==> src/lzwd_pkg.sv <==
`timescale 1ns / 1ps
// ----------------------------------------------------------------------------
// lzwd_pkg
// Shared types, codes and constants of the variable-width code decoder.
// ----------------------------------------------------------------------------
package lzwd_pkg;

  // default dictionary size
  localparam int unsigned DICT_ENTRIES_DEF = 4096;

  // special codes and dictionary restart values
  localparam int unsigned CODE_CLEAR  = 32'h100;
  localparam int unsigned CODE_END    = 32'h101;
  localparam int unsigned FIRST_FREE  = 258;
  localparam int unsigned START_WIDTH = 9;

  // length register width
  localparam int unsigned LEN_W = 24;

  // transaction function codes
  localparam logic FUNC_FEED = 1'b0;
  localparam logic FUNC_PULL = 1'b1;

  // result status codes
  localparam logic [1:0] STAT_OK      = 2'd0;
  localparam logic [1:0] STAT_REFUSED = 2'd1;
  localparam logic [1:0] STAT_FIN     = 2'd2;
  localparam logic [1:0] STAT_ERR     = 2'd3;

  typedef struct packed {
    logic       func;
    logic [7:0] in_byte;
  } lzwd_in_t;

  typedef struct packed {
    logic [7:0] out_byte;
    logic       out_valid;
    logic [1:0] status;
    logic       is_last;
  } lzwd_out_t;

  // build one result item
  function automatic lzwd_out_t mk_res(logic [7:0] b, logic v, logic [1:0] s, logic l);
    lzwd_out_t r;
    r.out_byte  = b;
    r.out_valid = v;
    r.status    = s;
    r.is_last   = l;
    return r;
  endfunction

endpackage

==> src/lzwd_unpack.sv <==
`timescale 1ns / 1ps
// ----------------------------------------------------------------------------
// lzwd_unpack
// Bit accumulator: collects compressed bytes and cuts codes MSB-first.
// ----------------------------------------------------------------------------
module lzwd_unpack #(
  parameter int unsigned DICT_ENTRIES = lzwd_pkg::DICT_ENTRIES_DEF,
  localparam int unsigned AW = $clog2(DICT_ENTRIES),
  localparam int unsigned CW = AW + 1,
  localparam int unsigned WW = $clog2(CW + 1)
) (
  input  logic          clk_i,
  input  logic          rst_ni,
  input  logic [7:0]    in_byte_i,
  input  logic [WW-1:0] cw_i,
  input  logic          load_i,
  output logic          code_ok_o,
  output logic [CW-1:0] code_o
);

  localparam int unsigned BUF_W  = 24;
  localparam int unsigned HELD_W = 5;

  logic [BUF_W-1:0]  buf_q, buf_d;
  logic [HELD_W-1:0] held_q, held_d;
  logic [BUF_W-1:0]  shifted;
  logic [BUF_W-1:0]  code_mask;
  logic [BUF_W-1:0]  rem_mask;
  logic [HELD_W-1:0] held_sum;
  logic [HELD_W-1:0] cw_ext;
  logic [HELD_W-1:0] rem;

  // append the byte and cut one code when enough bits are held
  always_comb begin
    shifted   = {buf_q[BUF_W-9:0], in_byte_i};
    held_sum  = held_q + HELD_W'(8);
    cw_ext    = HELD_W'(cw_i);
    code_ok_o = (held_sum >= cw_ext);
    rem       = held_sum - cw_ext;
    code_mask = (BUF_W'(1) << cw_i) - BUF_W'(1);
    rem_mask  = (BUF_W'(1) << rem) - BUF_W'(1);
    code_o    = CW'((shifted >> rem) & code_mask);
    buf_d     = buf_q;
    held_d    = held_q;
    if (load_i) begin
      if (code_ok_o) begin
        buf_d  = shifted & rem_mask;
        held_d = rem;
      end else begin
        buf_d  = shifted;
        held_d = held_sum;
      end
    end
  end

  always_ff @(posedge clk_i or negedge rst_ni) begin
    if (!rst_ni) begin
      buf_q  <= '0;
      held_q <= '0;
    end else begin
      buf_q  <= buf_d;
      held_q <= held_d;
    end
  end

endmodule

==> config.mk <==
export PLATFORM = sky130hd
export DESIGN_NAME = lzwd_unpack
export DESIGN_NICKNAME = d
export VERILOG_FILES = /design/src/lzwd_pkg.sv /design/src/lzwd_unpack.sv
export SDC_FILE = /design/constraint.sdc
export NUM_CORES = 1
export LEC_CHECK = 0
export BUFFER_PORTS_ARGS = -buffer_cell sky130_fd_sc_hd__buf_2
export CORE_ASPECT_RATIO = 1.4
export CORE_MARGIN = 3
export CORE_UTILIZATION = 45
export CTS_CLUSTER_DIAMETER = 50
export CTS_CLUSTER_SIZE = 8
export DETAILED_ROUTE_END_ITERATION = 8
export GPL_ROUTABILITY_DRIVEN = 1
export PLACE_DENSITY = 0.72
export SYNTH_ARGS = -nofsm -noshare
export SYNTH_HDL_FRONTEND = slang
export SYNTH_SLANG_ARGS = --single-unit
==> constraint.sdc <==
create_clock -name clk_i -period 3.8 [get_ports clk_i]
set_clock_uncertainty 0.05 [all_clocks]
set_input_delay 0.38 -clock clk_i [delete_from_list [all_inputs] [get_ports clk_i]]
set_output_delay 0.38 -clock clk_i [all_outputs]
set_load 0.01 [all_outputs]
# == Yosys cells after proc, flatten, opt, wreduce, memory -nomap -nowiden ==
# Cells that the tools add are included.
# classes
magnitude_cmp,1
add_sub_neg,4
n_shift,3
n_bitwise,2
muxes,2
# op_table
operator,n
>> shifter 24 x 5 -> 13 bit,1
bitwise AND 16 bit,1
two-way mux 16 bit,1
left shift 1 x 5 -> 16 bit (first input constant),1
subtractor 16 x 2 -> 16 bit (second input constant),1
bitwise AND 13 bit,1
left shift 1 x 4 -> 13 bit (first input constant),1
subtractor 13 x 2 -> 13 bit (second input constant),1
adder 5 x 4 -> 5 bit (second input constant),1
>= comparator 5 x 4 -> 1 bit,1
two-way mux 5 bit,1
subtractor 5 x 4 -> 5 bit,1
# word_totals
inputBits,15
ff_bits,21
output_inout_bits,14
word_cells,14

# == Logic depth before layout (Yosys ltp) ==
# Gate-level depths: netlist of the first run.
# logic_depth
word_depth,6
depth_mapped,14
depth_no_buf,13

# == Worst setup path after synthesis of the first run ==
# No wires, ideal clock.
# synth_timing
kind,input-to-reg
startpoint,input cw_i[2]
endpoint,register buf_q[6]
path_buffers,2
setup_time_ns,0.078
cell_stages,14
path_slack_ns,0.668
arrival_time_ns,3.004
required_time_ns,3.672
cell_sequence,clkbuf_1 inv_1 ha_1 or2_4 o31ai_4 xor2_2 nand2_1 nor2_1 nand3b_1 ha_1 clkbuf_1 nor3_1 a31oi_1 a21oi_1
# synth_via
elab_chain_len,5
word_cells_on_any_way,6
classes_between,add/sub: 2; order compare: 1; shift: 1; mux: 1; bitwise: 1
# synth_lines
element,line,rtl
start: declaration,lzwd_unpack.sv:15,"input logic [WW-1:0] cw_i,"
subtractor 5 x 4 -> 5 bit,lzwd_unpack.sv:39,rem = held_sum - cw_ext;
left shift 1 x 5 -> 16 bit,lzwd_unpack.sv:41,rem_mask = (BUF_W'(1) << rem) - BUF_W'(1);
subtractor 16 x 2 -> 16 bit,lzwd_unpack.sv:41,
bitwise AND 16 bit,lzwd_unpack.sv:47,buf_d = shifted & rem_mask;
two-way mux 16 bit *,lzwd_unpack.sv:46,if (code_ok_o) begin
end signal: assignment,lzwd_unpack.sv:61,buf_q <= buf_d;
end: declaration,lzwd_unpack.sv:24,"logic [BUF_W-1:0] buf_q, buf_d;"
# Every way passes the cells marked *; elsewhere a longest branch is shown, timed or not.
# A chain may end at the register's enable or synchronous reset.

# == Worst setup path in the final report of the first run ==
# layout_timing
startpoint,register held_q[0]
endpoint,output code_o[9]
# layout_via
elab_chain_len,4
# layout_lines
element,line,rtl
start: declaration,lzwd_unpack.sv:25,"logic [HELD_W-1:0] held_q, held_d;"
start signal: assignment,lzwd_unpack.sv:62,held_q <= held_d;
adder 5 x 4 -> 5 bit,lzwd_unpack.sv:36,held_sum = held_q + HELD_W'(8);
subtractor 5 x 4 -> 5 bit,lzwd_unpack.sv:39,
>> shifter 24 x 5 -> 13 bit,lzwd_unpack.sv:42,code_o = CW'((shifted >> rem) & code_mask);
bitwise AND 13 bit,lzwd_unpack.sv:42,
end: declaration,lzwd_unpack.sv:18,output logic [CW-1:0] code_o
# Every way passes these cells.

==> impl.org, run 1 <==
** Clock network
- Number of clock buffers inserted by TritonCTS :: 3
- The tree built by TritonCTS fans out to 21 sinks.
- Clock slew at reported path FFs :: 80 ps
- TritonCTS built the clock tree.
- In this run the clock root is driven by a clkbuf_8.
- Max Buffers Root-to-Sink :: 2
- In this run the number of H-tree levels came out at 1.
- Buffers inserted to repair hold after CTS numbered 0.
- After clock tree synthesis, the repair step resized 0 gates.
- Clock network latency to the later pin of the worst-skew pair :: 260 ps
- Number of setup buffers added after CTS :: 0

** Worst setup path
- Chain of cells forming the critical path :: inv_1 -> ha_1 -> fa_1 -> buf_12 -> nand2b_1 -> o21ai_0 -> mux2i_1 -> a2111oi_2 -> buf_2
- Startpoint-to-endpoint class of the critical path :: flop to output pin
- CP max stage delay :: 480 ps
- The most critical setup path has its startpoint at held_q[0].
- Data arrives at the worst endpoint at 3020 ps.
- In this run the critical register-to-register path is launched from held_q[0].
- On the critical path, the stage with the largest delay is an instance of fa_1.
- Worst Setup End Kind :: output pin
- Kind of start point of the critical path :: flop
- Data required time at the worst endpoint :: 3370 ps
- Buffers & Inverters on Critical Path :: 3
- Largest fanout on the critical path :: 42
- On the critical path the largest part of the delay comes from compound AO/OA/AOI/OAI gates.

** Drt
- In the final routed layout, each cell accounts on average for 17.3 um.
- After the first detailed-routing iteration, the DRC count stood at 193.
- Number of detailed-route iterations in the first pass :: 4
- Avg Vias per Cell :: 6.06
- Via total after detailed routing :: 2544
- Post-detailed-route DRC marker count :: 0
- For this block, the routed nets add up to 7.25 mm of wire.
- DRT antenna net count :: 0

** Cells and area
- Layout overhead on the synthesized area :: 8.37%
- Core occupancy in the finished layout :: 0.512
- Once layout is done, the placed cells without fillers occupy 0.00285 mm2.
- Most frequent cells in the layout :: 42 x nand2_1, 36 x o21ai_0, 32 x mux2i_1
- 0 antenna diodes ended up in the layout.
- Layout cell share with drive strength beyond 1 :: 0.205
- The library cell used most frequently in the layout, excluding fill and tap cells, is nand2_1.
- Final layout net count :: 375

** Logic synthesis
- Count of state elements after synthesis :: 21
- After synthesis, the netlist uses 52 different library cells.
- Of all flip-flops after synthesis, the portion carrying an async set or reset was 1.00.
- Post-synth EDFFs :: 0
- Summing every instance area after synthesis gives 0.00263 mm2.
- Total nets after synthesis :: 361
- The most used flip-flop cell after synthesis is dfrtp_1.
- Fraction of the yosys area taken by sequential cells :: 0.200
- Number of synthesis warnings :: 0
- Synthesized area per cell :: 7.76 um2
- In the synthesized netlist, the number of instances is 339.

** Placement
- The congestion estimate from routability-driven global placement came to 0.889.
- Once detailed placement completed, the half-perimeter wirelength came to 5.60 mm.
- During placement, the flow inserted port buffers numbering 28.
- In this run the cell area measured after placement is 0.00280 mm2.

** Floorplan
- The floorplan step defined a die boundary enclosing 0.00681 mm2.
- The initial utilization of the core area, before any placement, comes to 0.473.
- The region available for standard cell placement spans 0.00557 mm2.
- From left edge to right edge, the die measures 70.6 um.
- The floorplan has 32 rows.
- Number of top-level design ports :: 29
- The die is 96.5 um tall.

** GRT
- For this run the aggregate overflow at the end of global routing stands at 0.
- Wire length of the first global-routing pass :: 11.7 mm
- Via count of the first global-routing pass :: 2401
- Initial antenna violation count :: 0
- Maximum number of pins on one net before global-route repair :: 43
- In the global route stage, overall resource usage came out at 0.215.

** STA
- Setup violations remaining at the end of the flow were counted as 0.
- The hold violation count in the final report came to 0.
- Dividing the final minimum period by the clock period gives 0.909.
- Worst relative slew slack :: 0.538
- For the pin with the worst max-slew slack, the measured transition is 693 ps.
- After routing, the total negative slack on setup checks comes to 0 ps.
- Static timing analysis puts the maximum clock frequency at 290 MHz.
- The number of pins exceeding their max-slew limit in the final report came to 0.
- After layout, the minimum clock period comes to 3450 ps.
- Unrepaired setup endpoints after global routing :: no
- Hold timing on the final database bottoms out at a slack of 11.3 ps.

** Run status
- Run status :: finished, final reports clean

** Worst hold path
- The path class of the tightest hold or removal check is input pin to asynchronous set/reset pin.

** Job
- Max-cap violations :: 0
==> metrics by stage <==
stage               setup WS, ps  std cells
finish                       347        420
global placement             469        416
CTS                          377        420
detailed placement           368        416
floorplan                    668        339
global route                 169        420
==> kinds of logic (layout without fill, tap and decap cells) <==
family	Yosys count	after routing	share of synthesized area
flops	21	21	0.200
compound gates	86	86	0.205
mux	48	48	0.216
buf+inv	49	62	0.0856
xor+xnor	9	9	0.0414
fa+ha+maj	7	7	0.0362
simple gates	119	119	0.216
==> worst reg2reg max path: stages, from the launching register on <==
cell       delay (ps)
dfrtp_1           350
inv_1              50
ha_1              230
fa_1              480
nand2b_1          200
o2bb2ai_2         170
xnor2_1           220
nand2_1           180
nor2_1            210
nand3b_1          100
ha_1              310
nor3_1            370
a31oi_1           130
a21oi_1           170
==> area by class of cell <==
class                      count  area [um2]
timing repair buffer          37         220
tap                           68        85.1
sequential                    21         526
clock buffer                   3        41.3
fill                         538        2720
multi-input combinational    269        1890
inverter                      21        78.8
clock inverter                 1        5.00
==> synth_stat cells, drive strengths merged, types with 6 or more instances <==
cell,number,area share
mux4,6,0.051
buf,20,0.044
inv,21,0.030
nor3,13,0.025
o21ai,37,0.070
clkbuf,8,0.011
nand2,43,0.062
nor2,24,0.034
a31oi,6,0.014
ha,6,0.029
mux2,10,0.043
nand3,13,0.025
mux2i,32,0.12
a21oi,19,0.036
dfrtp,21,0.20
==> registers in the layout, summed over array words and instances, names as in the netlist <==
signal	cells
held_q	5
buf_q	16
==> worst paths after layout <==
path                            slack (ps)  depth (start not counted)   endpoint
worst min-delay path                    10                          1  buf_q[13]
worst max-delay path                   350                          9  code_o[9]
min in group clk_i                     340                          3   buf_q[3]
worst min register to register         440                          2  held_q[0]
max in group asynchronous             3350                          1  held_q[1]
worst max register to register         510                         13   buf_q[6]
==> layer usage <==
| layer | GRT usage | up-vias | part of all wire |
|---|---|---|---|
| met5 | 0 | - | 0 |
| met4 | 0.102 | 0 | 0.039 |
| met3 | 0.0248 | 23 | 0.066 |
| met2 | 0.371 | 90 | 0.49 |
| met1 | 0.267 | 1192 | 0.41 |
| li1 | - | 1239 | - |
Power of run 1 is left out: the tool's default activity adds up to more than one toggle a clock period on the data nets, which glitch-free logic cannot reach.
==> run 2: changes to the inputs <==
Settings changed: BUFFER_PORTS_ARGS -buffer_cell sky130_fd_sc_hd__buf_2 to not set, DONT_BUFFER_PORTS set to 1, PLACE_DENSITY 0.72 to 0.68.
==> run 2 against run 1 <==
Cell count shrank 4.0%. Count of clock-buffer cells in the layout did not move. Non-clock buffer count shrank 17. Sequential share of layout area is 0.45 points higher. Global-route usage rose by 1.2 points. Utilization shrank 1.2 points. Critical endpoint is now code_o[5]. Via count is 3.9% lower. Wire length is 1.2% lower. Die area did not move. Cell area decreased by 2.4%. Critical path type unchanged. Critical path depth decreased by 1. Hold slack improved by 140 ps.
==> impl.org, run 2 (same netlist as run 1, synthesis figures left out) <==
** STA
- The hold violation count in the final report came to 0 (unchanged).
- The worst hold slack is 152 ps (+140 ps).
- Number of setup violations in the final report :: 0 (unchanged)
- The slew of the pin with the lowest slew margin was 1000 ps (+310 ps).
- Fmax achieved :: 282 MHz (-2.6%)
- Worst relative slew slack :: 0.329 (-0.209)
- Max Transition Viols Final :: 0 (unchanged)
- Shortest period the worst path allows :: 3550 ps (+92.5 ps)
- The setup TNS after final layout was 0 ps (unchanged).
- Setup repair after global routing left no endpoint under its margin.
- Final Cycle Share :: 0.933 (+0.0243)

** Placement
- The routability congestion estimate was 0.945 (+6.2%).
- Buffers added on ports :: 0 (-100%)
- The cell area after placement was 0.00273 mm2 (-2.8%).
- HPWL after DPL :: 5.67 mm (+1.2%)

** Clock network
- Cts repair resizes :: 0 (unchanged)
- The post-cts hold buffer count is 1 (+1).
- Cell at the root of the clock tree :: clkbuf_8
- The total clock sinks is 21 (unchanged).
- The clock-pin slew on the worst setup and hold paths is 80 ps (about the same).
- Clock network latency to the later pin of the worst-skew pair :: 270 ps (about the same)
- Number of setup buffers added after CTS :: 0 (unchanged)
- The count of H-tree levels built during CTS came to 1 (unchanged).
- Max Buffers Root-to-Sink :: 2 (unchanged)
- Clock tree from TritonCTS :: done
- The number of buffers created by CTS was 3 (unchanged).

** Cells and area
- Largest register FFs :: 16 (unchanged)
- Fin area :: 0.00278 mm2 (-2.4%)
- Layout cell share with drive strength beyond 1 :: 0.161 (-0.0434)
- From synthesis to final layout, the design area changed by 5.80%.
- Biggest registers after layout :: buf_q x16, held_q x5
- Most frequent cells in the layout :: 42 x nand2_1, 36 x o21ai_0, 32 x mux2i_1
- ANT cells :: 0 (unchanged)
- Most common cell after layout, fill and taps aside :: nand2_1
- Top register by number of flip-flops :: buf_q
- FILL cells :: 549 (+2.0%)
- Final layout net count :: 358 (-4.5%)

** Worst hold path
- Path class of the lowest-slack min-delay path :: input pin to flop

** Drt
- DRT antenna net count :: 0 (unchanged)
- The count of TritonRoute iterations in the first routing pass was 4 (unchanged).
- Post-detailed-route DRC marker count :: 0 (unchanged)
- Iteration-0 DRC count of the detailed router :: 161 (-17%)
- The average wire length per cell after detail routing was 17.8 um (+3.0%).
- Via total after detailed routing :: 2446 (-3.9%)
- The routed via count divided by cell count is 6.07 (+0.20%).
- The sum of routed wire length over all layers came to 7.17 mm (-1.2%).

** GRT
- Maximum number of pins on one net before global-route repair :: 34 (-21%)
- The number of antenna violations at the first check in global routing is 0 (unchanged).
- Via count of the first global-routing pass :: 2461 (+2.5%)
- Total Routing Usage GR :: 0.226 (+0.0119)
- Wire length of the first global-routing pass :: 12.2 mm (+4.9%)
- Total gr overflow :: 0 (unchanged)

** Worst setup path
- Walking the worst path, the cells encountered are inv_1 -> ha_1 -> fa_1 -> buf_4 -> mux2_2 -> mux4_2 -> o21ai_0 -> buf_4.
- The top fanout value on the critical path is 13 (-69%).
- The biggest cell delay along the critical path is 830 ps (+350 ps).
- The slowest stage of the critical path belongs to the cell fa_1.
- STA classifies the critical path startpoint as a flop.
- Data required time at the worst endpoint :: 3370 ps (about the same)
- The worst setup path is captured at an output pin.
- Among the stages of the critical path, the cell type that occurs most often is buf_4.
- The setup path with the least slack is of type flop to output pin.
- Data arrival time of the critical path :: 3120 ps (+100 ps)

** Floorplan
- Overall die height :: 96.5 um (unchanged)
- The effective utilization at floorplan is 0.473 (unchanged).
- Placeable core region :: 0.00557 mm2 (unchanged)
- The number of cell rows is 32 (unchanged).
- The area of the die was 0.00681 mm2 (unchanged).
- Chip Width :: 70.6 um (unchanged)
- The total I/O pin count was 29 (unchanged).

** Run status
- Run status :: finished, final reports clean

** Job
- The max-capacitance violation count is 0 (unchanged).
-- run 2: cell count changes in the layout (fill, tap and decap cells not counted) --
cell	change
buf_12	-1
buf_2	-28
dlygate4sd3_1	+1
buf_4	+11
-- run 2: metal layers --
| metal | wire length [um] | vias to the layer above | track usage |
|---|---|---|---|
| met5 | 0 | - | 0 |
| met4 | 242 | 0 | 0.119 |
| met3 | 523 | 19 | 0.0393 |
| met2 | 3470 | 85 | 0.380 |
| met1 | 2930 | 1137 | 0.279 |
| li1 | - | 1205 | - |
-- run 2: layout make-up --
cell class	instances	area, um2	share of cell area
multi-input combinational	269	1890	0.681
sequential	21	526	0.189
timing repair buffer	20	153	0.0549
tap	68	85.1	0.0306
inverter	21	78.8	0.0283
clock buffer	3	41.3	0.0148
clock inverter	1	5.00	0.00180
-- run 2: path summary, 6_finish.rpt --
kind / slack, ps / startpoint / cells after the start / to
setup / recovery: 250 / held_q[0] / 8 / code_o[5]
setup reg to reg: 400 / held_q[0] / 13 / buf_q[6]
hold reg to reg: 440 / held_q[2] / 2 / held_q[2]
max in group asynchronous: 2420 / rst_ni / 1 / buf_q[4]
hold / removal: 150 / load_i / 1 / held_q[3]
min in group asynchronous: 670 / rst_ni / 1 / buf_q[13]
-- run 2: critical path: cells and delay by family, from the launching register on --
family                     cells  cell delay [ps]
AOI/OAI and AO/OA              1              170
DFF                            1              360
adders and majority gates      2             1060
muxes                          2              820
buffers and inverters          3              440
-- run 2: stage by stage --
stage	std cells	util	setup slack [ps]
2_1_floorplan	339	-	668
3_5_place_dp	398	0.490	432
5_1_grt	403	0.500	12.9
3_3_place_gp	398	0.490	551
4_1_cts	403	0.500	247
6_report	403	0.500	255
Power of run 2 is left out for the same reason.
==> run 3: changes to the inputs <==
Settings changed: RECOVER_POWER set to 50.
==> run 3 against run 2 <==
Largest cell class unchanged. Utilization is 0.18 points lower. Setup slack better by 4.6 ps. Register-to-register slack worse by 70 ps. Global-route usage is the same.
==> impl.org, run 3 (same netlist as run 1, synthesis figures left out) <==
** Run status
- Run status :: finished, final reports clean

** STA
- Final Hold Violating Endpoints :: 0 (unchanged)
- The remaining max-slew budget at the tightest pin was 0.333 (+0.00434).
- The number of pins exceeding their max-slew limit in the final report is 0 (unchanged).
- Setup TNS after final layout :: 0 ps (unchanged)
- The number of endpoints failing setup at the final stage was 0 (unchanged).
- Minimum setup slack in the final design :: 259 ps (+4.62 ps)
- Unrepaired setup endpoints after global routing :: no
- The share of the cycle needed by the critical path after routing is 0.932 (-0.00121).
- The clock period minus worst slack came to 3540 ps (-4.62 ps).
- Fmax achieved :: 282 MHz (+0.13%)
- The worst hold slack is 154 ps (+2.33 ps).
- Slew @ Worst Pin :: 997 ps (-6.48 ps)

** Worst setup path
- Largest delay contributor family on the critical path :: adder cells
- The reg2reg setup slack came to 330 ps (-70 ps).
- The count of cells along the worst register-to-register path came to 13 (unchanged).
- Count of cell instances traversed by the critical path :: 8 (unchanged)
- Counting stages on the worst path, the most repeated cell is buf_4.
- The worst setup path is of the flop to output pin kind.
- Buffers & Inverters on Critical Path :: 3 (unchanged)
- Walking the worst path, the cells encountered are inv_1 -> ha_1 -> fa_1 -> buf_4 -> mux2_2 -> mux4_2 -> o21ai_0 -> buf_4.
- Data arrival time of the critical path :: 3110 ps (about the same)
- Critical path capture point :: code_o[5]
- CP max stage delay :: 830 ps (about the same)
- The worst endpoint required time was 3370 ps (about the same).
- Kind of start point of the critical path :: flop
- Crit Reg-Reg Endpoint :: buf_q[6]
- The top fanout value on the critical path came to 13 (unchanged).
- CP max stage cell :: fa_1
- Worst setup path start :: held_q[0]
- Worst Setup End Kind :: output pin
- In this run the critical register-to-register path is launched from held_q[0].

** Cells and area
- The antenna cell count is 0 (unchanged).
- Most common cell after layout, fill and taps aside :: nand2_1
- The flip-flop count of the largest register after layout was 16 (unchanged).
- Biggest registers after layout :: buf_q x16, held_q x5
- The area of combinational cells with multiple inputs is 0.00189 mm2 (-0.33%).
- Layout overhead on the synthesized area :: 5.42%
- The combined flip-flop and latch cell area is 526 um2 (unchanged).
- Layout cell share with drive strength beyond 1 :: 0.155 (-0.00597)
- Most frequent cells in the layout :: 42 x nand2_1, 36 x o21ai_0, 32 x mux2i_1
- The final-layout fill cell count was 553 (+0.73%).
- The number of nets in the final layout is 358 (unchanged).
- Top register by number of flip-flops :: buf_q

** Floorplan
- The number of cell rows is 32 (unchanged).
- Starting density of the core :: 0.473 (unchanged)
- Floorplan die area :: 0.00681 mm2 (unchanged)
- Chip Width :: 70.6 um (unchanged)
- The total I/O pin count was 29 (unchanged).
- Placeable core region :: 0.00557 mm2 (unchanged)
- Overall die height :: 96.5 um (unchanged)

** Placement
- The detailed placement HPWL was 5.67 mm (unchanged).
- Worst-case setup slack after placement :: 432 ps (unchanged)
- Buffers added on ports :: 0 (unchanged)
- The routability congestion estimate was 0.945 (unchanged).

** Clock network
- Number of setup buffers added after CTS :: 0 (unchanged)
- Clock slew at reported path FFs :: 80 ps (about the same)
- The number of cells upsized or downsized after cts is 0 (unchanged).
- TritonCTS built the clock tree.
- The buffer levels on the longest clock path is 2 (unchanged).
- CTS placed an instance of clkbuf_8 at the clock tree root.
- Number of levels the H-tree was split into :: 1 (unchanged)
- Sinks on Clock Net :: 21 (unchanged)
- Number of clock buffers inserted by TritonCTS :: 3 (unchanged)
- The latest clock arrival within the worst-skew pair came to 270 ps (about the same).

** Worst hold path
- The worst hold path belongs to the class input pin to flop.
- The number of cells on the worst hold path was 1 (unchanged).

** GRT
- Maximum number of pins on one net before global-route repair :: 34 (unchanged)
- Via count of the first global-routing pass :: 2461 (unchanged)
- The total congestion overflow after global routing was 0 (unchanged).
- Initial antenna violation count :: 0 (unchanged)
- Wire length of the first global-routing pass :: 12.2 mm (unchanged)
- The global-route total usage across every layer came to 0.226 (unchanged).

** Drt
- The DRC marker count from the first detailed-route iteration is 163 (+1.2%).
- DRT antenna net count :: 0 (unchanged)
- Via total after detailed routing :: 2442 (-0.16%)
- The count of TritonRoute iterations in the first routing pass came to 4 (unchanged).
- Post-detailed-route DRC marker count :: 0 (unchanged)
- The average wire length per cell after detail routing came to 17.7 um (-0.18%).
- The routed via count divided by cell count came to 6.06 (-0.16%).
- The sum of routed wire length over all layers came to 7.15 mm (-0.18%).

** Job
- Max-cap violations :: 0 (unchanged)
run 3: worst min path at each step:
stage / from / end / slack (ps)
after global routing: load_i / buf_q[9] / 150
after detailed placement: rst_ni / buf_q[13] / 30
after CTS: load_i / buf_q[1] / 150
after floorplan: rst_ni / buf_q[0] / 30
final: load_i / held_q[3] / 150
after global placement: rst_ni / buf_q[15] / 30
run 3: worst register-to-register path: cells and delay by family, from the launching register on:
kind	cells	cell delay, ps
flip-flops	1	350
XOR/XNOR	1	270
buffers and inverters	1	50
adder cells (fa/ha/maj)	3	1040
AND/OR/NAND/NOR	5	1090
AO/OA/AOI/OAI	3	540
run 3: through the flow:
step / util / instance area, um2 / cells
2_1_floorplan: - / 2630 / 339
3_3_place_gp: 0.490 / 2730 / 398
3_5_place_dp: 0.490 / 2730 / 398
4_1_cts: 0.500 / 2780 / 403
5_1_grt: 0.498 / 2770 / 403
6_report: 0.498 / 2770 / 403
run 3: timing repair:
action | 4_1_cts | 5_1_grt
hold buffers | 1 | 0
setup endpoints to repair | 0 | 0
endpoints found under the hold margin | 21 | 0
run 3: routing by layer:
metal,vias up,share of wire,track usage
li1,1209,-,-
met1,1129,0.41,0.279
met2,85,0.49,0.380
met3,19,0.072,0.0393
met4,0,0.034,0.119
met5,-,0,0
run 3: area by class of cell:
type | instances | area share
Clock buffer | 3 | 0.0149
Clock inverter | 1 | 0.00181
Inverter | 21 | 0.0284
Multi-Input combinational cell | 269 | 0.681
Sequential cell | 21 | 0.190
Tap cell | 68 | 0.0307
Timing Repair Buffer | 20 | 0.0537
Power of run 3 is left out for the same reason.
